## src/hdl/ellipse_tangent_velocity_assert.svh

```systemverilog
// ----------------------------------------------------------------------------
// ellipse tangent velocity assertion macros
// property wrappers that drop out of synthesis builds
// ----------------------------------------------------------------------------
`ifndef ELLIPSE_TANGENT_VELOCITY_ASSERT_SVH
`define ELLIPSE_TANGENT_VELOCITY_ASSERT_SVH

`ifndef SYNTHESIS
`define ETV_ASSERT_IMPLY(lbl, clk, rstn, ante, cons, msg) \
  lbl: assert property (@(posedge clk) disable iff (!rstn) (ante) |-> (cons)) else $error(msg);
`define ETV_ASSERT_NEXT(lbl, clk, rstn, ante, cons, msg) \
  lbl: assert property (@(posedge clk) disable iff (!rstn) (ante) |=> (cons)) else $error(msg);
`else
`define ETV_ASSERT_IMPLY(lbl, clk, rstn, ante, cons, msg)
`define ETV_ASSERT_NEXT(lbl, clk, rstn, ante, cons, msg)
`endif

`endif

```

## src/hdl/etv_pkg.sv

```systemverilog
// ----------------------------------------------------------------------------
// etv_pkg
// shared widths, codes and helpers of the ellipse tangent velocity block
// ----------------------------------------------------------------------------
package etv_pkg;

  localparam int FracBitsDef = 16;

  localparam int CoordW  = 32;
  localparam int AxisW   = 31;
  localparam int SpeedW  = 32;
  localparam int CfgIdxW = 2;

  // root unit: 64 bit radicand, 32 bit root
  localparam int RadW  = 64;
  localparam int RootW = RadW / 2;

  // divider: dividend below 2^63, divisor and quotient 32 bits
  localparam int NumW  = 63;
  localparam int DenW  = 32;
  localparam int QuotW = 32;

  localparam int ProdW     = 2 * AxisW;
  localparam int NormSteps = 5;

  typedef enum logic [CfgIdxW-1:0] {
    REG_SEMI_AXIS_X = 2'd0,
    REG_SEMI_AXIS_Y = 2'd1,
    REG_SPEED       = 2'd2
  } cfg_reg_e;

  typedef enum logic [1:0] {
    KIND_GENERAL   = 2'd0,
    KIND_ON_X_AXIS = 2'd1,
    KIND_ON_Y_AXIS = 2'd2,
    KIND_INVALID   = 2'd3
  } point_kind_e;

  typedef struct packed {
    point_kind_e kind;
    logic        x_neg;
    logic        y_neg;
    logic        y_zero;
  } point_tag_t;

  localparam int TagW = $bits(point_tag_t);

  // magnitude up to 2^31 with a sign, saturated to 32 bit two's complement
  function automatic logic [SpeedW-1:0] sat_signed(input logic [SpeedW-1:0] mag,
                                                   input logic neg);
    if (neg) begin
      return ~mag + 1'b1;
    end else if (mag[SpeedW-1]) begin
      return {1'b0, {(SpeedW-1){1'b1}}};
    end
    return mag;
  endfunction

endpackage

```

## src/hdl/etv_isqrt.sv

```systemverilog
// ----------------------------------------------------------------------------
// etv_isqrt
// pipelined integer square root, one result bit per stage
// ----------------------------------------------------------------------------
module etv_isqrt import etv_pkg::*; #(
  parameter int SideW = 8
) (
  input  logic             clk_i,
  input  logic             rst_ni,
  input  logic             en_i,
  input  logic             valid_i,
  input  logic [RadW-1:0]  rad_i,
  input  logic [SideW-1:0] side_i,
  output logic             valid_o,
  output logic [RootW-1:0] root_o,
  output logic [SideW-1:0] side_o
);

  localparam int Steps = RadW / 2;

  logic [RadW-1:0]  rem_in  [Steps];
  logic [RadW-1:0]  root_in [Steps];
  logic [RadW-1:0]  rem_d   [Steps];
  logic [RadW-1:0]  root_d  [Steps];
  logic [RadW-1:0]  rem_q   [Steps];
  logic [RadW-1:0]  root_q  [Steps];
  logic [SideW-1:0] side_q  [Steps];
  logic [Steps-1:0] valid_q;

  always_comb begin
    logic [RadW-1:0] step_w;
    logic [RadW-1:0] trial;
    rem_in[0]  = rad_i;
    root_in[0] = '0;
    for (int s = 1; s < Steps; s++) begin
      rem_in[s]  = rem_q[s-1];
      root_in[s] = root_q[s-1];
    end
    for (int s = 0; s < Steps; s++) begin
      step_w = RadW'(1) << (RadW - 2 - 2 * s);
      trial  = root_in[s] + step_w;
      if (rem_in[s] >= trial) begin
        rem_d[s]  = rem_in[s] - trial;
        root_d[s] = (root_in[s] >> 1) + step_w;
      end else begin
        rem_d[s]  = rem_in[s];
        root_d[s] = root_in[s] >> 1;
      end
    end
  end

  always_ff @(posedge clk_i or negedge rst_ni) begin
    if (!rst_ni) begin
      valid_q <= '0;
    end else if (en_i) begin
      valid_q <= {valid_q[Steps-2:0], valid_i};
    end
  end

  always_ff @(posedge clk_i) begin
    if (en_i) begin
      side_q[0] <= side_i;
      for (int s = 1; s < Steps; s++) begin
        side_q[s] <= side_q[s-1];
      end
      for (int s = 0; s < Steps; s++) begin
        rem_q[s]  <= rem_d[s];
        root_q[s] <= root_d[s];
      end
    end
  end

  assign valid_o = valid_q[Steps-1];
  assign root_o  = root_q[Steps-1][RootW-1:0];
  assign side_o  = side_q[Steps-1];

endmodule

```

## config.mk

```make
export PLATFORM = sky130hd
export DESIGN_NAME = etv_isqrt
export DESIGN_NICKNAME = d
export VERILOG_FILES = /design/src/hdl/ellipse_tangent_velocity_assert.svh /design/src/hdl/etv_pkg.sv /design/src/hdl/etv_isqrt.sv
export SDC_FILE = /design/constraint.sdc
export NUM_CORES = 2
export LEC_CHECK = 0
export BUFFER_PORTS_ARGS = -buffer_cell sky130_fd_sc_hd__buf_2
export CAP_MARGIN = 30
export CORE_AREA = 2 2 725 727
export DETAILED_ROUTE_END_ITERATION = 16
export DIE_AREA = 0 0 727 729
export HOLD_SLACK_MARGIN = 0.05
export PLACE_DENSITY = 0.45
export SLEW_MARGIN = 40
export SYNTH_ARGS = -nofsm -noshare
export SYNTH_HDL_FRONTEND = slang
export SYNTH_MEMORY_MAX_BITS = 65536
export SYNTH_SLANG_ARGS = --single-unit
```

## constraint.sdc

```tcl
create_clock -name clk_i -period 4.5 [get_ports clk_i]
set_clock_uncertainty 0.1 [all_clocks]
set_input_delay 0.45 -clock clk_i [delete_from_list [all_inputs] [get_ports clk_i]]
set_output_delay 0.45 -clock clk_i [all_outputs]
set_load 0.05 [all_outputs]
```

After elaboration in Yosys (flattened, before gate mapping) --
Memory sizes are Yosys's and may differ from the RTL's. Cells that the tools add are included. W data, S select, Z words.
Cells by class: add/sub/neg operators 94, $mul 0, divide/modulo/power cells 0, order comparisons 32, equality and inequality tests 0, shifts and indexed selects 0, multiplexer cells 66, bitwise logic cells 0, reduce and logical (&&, ||, !) cells 0
Operator list (number):
- $mux W64 | 63
- $ge A64 B64 Y1 | 31
- $sub A64 B64 Y64 | 31
- $add A63 B1 Y64 const B | 1
- $add A63 B11 Y64 const B | 1
- $add A63 B13 Y64 const B | 1
- $add A63 B15 Y64 const B | 1
- $add A63 B17 Y64 const B | 1
- $add A63 B19 Y64 const B | 1
- $add A63 B21 Y64 const B | 1
- $add A63 B23 Y64 const B | 1
- $add A63 B25 Y64 const B | 1
- $add A63 B27 Y64 const B | 1
- $add A63 B29 Y64 const B | 1
- $add A63 B3 Y64 const B | 1
- $add A63 B31 Y64 const B | 1
- $add A63 B33 Y64 const B | 1
- $add A63 B35 Y64 const B | 1
- $add A63 B37 Y64 const B | 1
- $add A63 B39 Y64 const B | 1
- $add A63 B41 Y64 const B | 1
- $add A63 B43 Y64 const B | 1
- $add A63 B45 Y64 const B | 1
- $add A63 B47 Y64 const B | 1
- 45 further kinds | 46
Word-level totals: bits in registers 32, latch bits 0, bits in writable memories 4352, ROM bits 0, input port bits 76, output and inout bits 41, word-level logic and storage cells 196, memories 3
Memories:
- rem_q | words 32, bits a word 64, rd ports 31, clocked after Yosys merged registers in 0, write ports 32, line etv_isqrt.sv:25 | logic [RadW-1:0] rem_q [Steps];
- root_q | words 32, bits a word 64, rd ports 32, clocked after Yosys merged registers in 0, write ports 32, line etv_isqrt.sv:26 | logic [RadW-1:0] root_q [Steps];
- side_q | words 32, bits a word 8, rd ports 32, clocked after Yosys merged registers in 0, write ports 32, line etv_isqrt.sv:27 | logic [SideW-1:0] side_q [Steps];

Logic depth before layout (Yosys ltp) --
An unclocked memory read counts as a cell.
depth after elaboration 4, mapped depth 14

Worst setup path after synthesis --
Ideal clock, no wire load.
path kind reg2reg, start mem rem_q[24][50] (netlist: rem_q[1][562]), end mem rem_q[25][53] (netlist: rem_q[1][629]), data pin, library setup time 0.266 ns, arrival time 3.358 ns, data required time 4.134 ns, slack 0.776 ns, cell stages (with the launch flop) 11, path buffers 1, clock period less this slack 3.724 ns, cell sequence edfxtp_1 -> or4_4 -> or4b_4 -> or3_1 -> or3_1 -> or4_4 -> a2bb2oi_4 -> or4_1 -> buf_6 -> nor3_1 -> xor2_1
RTL lines (line):
- start, declared | etv_isqrt.sv:25

==> qor.yml <==
global_route:
  gr-usage-all-layers: 0.1239
  overflow: 0
  global_route_wire_length_before_repair_mm: 508.5
  grt_max_degree: 141
  antenna_violations_before_repair: 13
  first_global_vias: 79870
sta:
  clock.fmax_ghz: 0.2344
  unrepaired_setup_endpoints_after_global_routing: "false"
  max_slew.worst_pin.slew_ns: 0.8823
  max-slew-margin-rel: 0.4056
  fin_setup_tns_ns: 0
  finalWorstSetupSlack_ns: 0.2345
  timing.final.setup_violations: 0
  fin_crit_sh: 0.9479
  finalHoldViolations: 0
  finalWorstPathRequiredPeriod_ns: 4.265
  slew_violations: 0
cts:
  cts_tree: "done"
  cts.sinks: 2800
  clock_latency_ns: 0.96
  cts_max_path_bufs: 4
  cts_htree_levels: 5
  clk_transition_reported_paths_ns: 0.06
  cts_root_buf: "clkbuf_16"
  tritoncts_buffer_count: 326
placed_design:
  gp_congestion: 0.8714
  post-place-ws_ns: 0.1651
  hpwl_mm: 256.8
  io_buffer_count: 116
detailed_routing:
  number_of_nets_still_failing_antenna_checks_after_routing: 0
  detailedRoute.firstIterationViolations: 5324
  detail_route.drc_violations: 0
  wl_mm: 339.1
  detailroute.via_count: 79460
  vias_per_cell: 4.457
  drt-pass1-iter-count: 5
  routed_wire_length_per_instance_um: 19.02
layout:
  nNetsFinal: 11230
  most_common_cell_after_layout_fill_and_taps_aside: "edfxtp_1"
  multi_input_area_mm2: 0.04262
  syn_to_final_growth_pct: 17.25
  mostFrequentLayoutCells: "edfxtp_1, inv_1, nor2_1, a21oi_1, nand2_1"
  register_area_mm2: 0.08392
  drive_above_1_share: 0.09094
  nFillCells: 53010
setup_path:
  setup.worst_path.start_class: "flop"
  worst_setup_path_end_kind: "flop"
  critical_path_class: "flop to flop"
  critical_path_peak_fanout: 55
  critical_path.max_stage_delay_ns: 0.62
  crit_required_ns: 5.05
  critPathArrivalTime_ns: 4.82
  timing.critical_path.cells: "ha_1, or4bb_1, nor4_2, nor2b_1, o211ai_1, and3_2, buf_4, inv_1, o311a_1, nand2_1, xnor2_1"
  worst-r2r-cell-count: 11
  cp_slowest_cell: "or4bb_1"
floorplanning:
  fp.dieArea_mm2: 0.5300
  dieWidth_um: 727
  fp-row-count: 266
  initial_core_util: 0.2486
  die_height_um: 729
  floorplan.io_pins: 117
  core_area_mm2: 0.5229
logic_synthesis:
  yosysWarningCount: 0
  mapped_nets: 10660
  synth_enable_flop_cells: 2768
  yosys.cell_types.count: 87
  netlist_instances: 10030
  synth.yosys.seq_area_share: 0.6456
  syn-cell-area_mm2: 0.1300
  synth_top_flop_cell: "edfxtp_1"
  syn_area_per_cell_um2: 12.96
  seq_cells_post_synth: 2800
  async_s_r_ff_share_synth: 0.01143
power:
  worst_ir_drop_vdd_mv: 0.3092
  powerDensity_mw_per_mm2: 511.2
  cellLeakagePower_nw: 55.53
worst_hold_path:
  path_type_of_the_worst_min_delay_path: "input pin to flop"
  hold-path-cell-count: 2
outcome:
  run_status: "finished clean"
run:
  timing.max_cap.violations: 0
==> metrics by stage <==
| stage | area (um2) | utilization | power, mW | hold WS (ns) | std cells |
|---|---|---|---|---|---|
| 2_1_floorplan | 130000 | - | 46.03 | 0.05441 | 10030 |
| 3_3_place_gp | 140400 | 0.2686 | 52.38 | 0.3007 | 17090 |
| 3_5_place_dp | 140500 | 0.2687 | 52.28 | 0.3045 | 17100 |
| 4_1_cts | 152400 | 0.2914 | 78.90 | 0.05653 | 17820 |
| 5_1_grt | 152400 | 0.2915 | 81.94 | 0.1141 | 17820 |
| 6_report | 152400 | 0.2915 | 77.90 | 0.1755 | 17830 |
==> final cells by class <==
cell class,count,share of cell area
repair buffers,475,0.02676
inverters,703,0.01731
well taps,6968,0.05720
clock buffers,407,0.05692
diodes,6,0.00009852
clock inverters,174,0.01144
multi-input cells,6294,0.2796
flip-flops and latches,2800,0.5506
==> metal layers <==
layer  vias to the layer above  wire length, um  track usage
li1                      38900                -            -
met1                     38630           152800       0.1620
met2                      1440           162500       0.2118
met3                       486            11910      0.01546
met4                         0            11850      0.04224
met5                         -                0            0
==> cell families (layout without fill, tap and decap cells) <==
group,count (synthesis),in the layout,share of synthesized area
simple gates,2834,2834,0.1126
flops,2800,2800,0.6456
compound gates,1889,1889,0.09025
buf+inv,932,1759,0.02730
xor+xnor,892,892,0.06011
fa+ha+maj,558,558,0.05371
mux,121,121,0.01039
other cells,0,6,0
==> Yosys cell counts (174+ instances only) <==
| cell | instances | area [um2] |
|---|---|---|
| nor2_1 | 676 | 2537 |
| o21ai_0 | 424 | 2122 |
| nor4_1 | 312 | 1952 |
| a21o_1 | 237 | 1779 |
| inv_1 | 700 | 2628 |
| nand4_1 | 174 | 1089 |
| nor3_1 | 254 | 1271 |
| xor2_1 | 405 | 3547 |
| ha_1 | 558 | 6982 |
| a21oi_1 | 643 | 3218 |
| edfxtp_1 | 2768 | 83120 |
| xnor2_1 | 487 | 4265 |
| nand2_1 | 590 | 2215 |
| clkbuf_1 | 186 | 698.2 |
==> repair_timing <==
action,in CTS,in global routing
setup buffers,0,0
endpoints found under the hold margin,415,0
hold buffers,144,0
resized for setup,0,1
setup endpoints to repair,0,5
==> path summary, 6_finish.rpt <==
check,start,endpoint,slack (ns)
max in group asynchronous,rst_ni,valid_q[26],3.67
hold / removal,rad_i[23],rem_q[0][23],0.18
hold reg to reg,side_q[1][33],side_q[1][41],0.26
setup / recovery,rem_q[1][738],rem_q[1][828],0.23
setup reg to reg,rem_q[1][738],rem_q[1][828],0.23
min in group asynchronous,rst_ni,valid_q[19],0.46
==> flip-flops by register name, summed over array words and instances (netlist names) <==
| register | flops |
|---|---|
| side_q | 256 |
| rem_q | 1984 |
| valid_q | 32 |
| root_q | 528 |
==> critical path: cells and delay by family, from the launching register on <==
family                     cells  cell delay (ns)
DFF                            1             0.40
xor gates and xnor gates       1             0.15
buffers and inverters          2             0.46
AOI/OAI and AO/OA              2             0.57
adders and majority gates      1             0.47
and+or+nand+nor                5             1.83
==> power by group <==
part	internal, mW	switching (mW)
logic	6.59	9.29
clock network	15.3	10.7
registers	33.0	3.02
(Power assumes the default switching activity.)
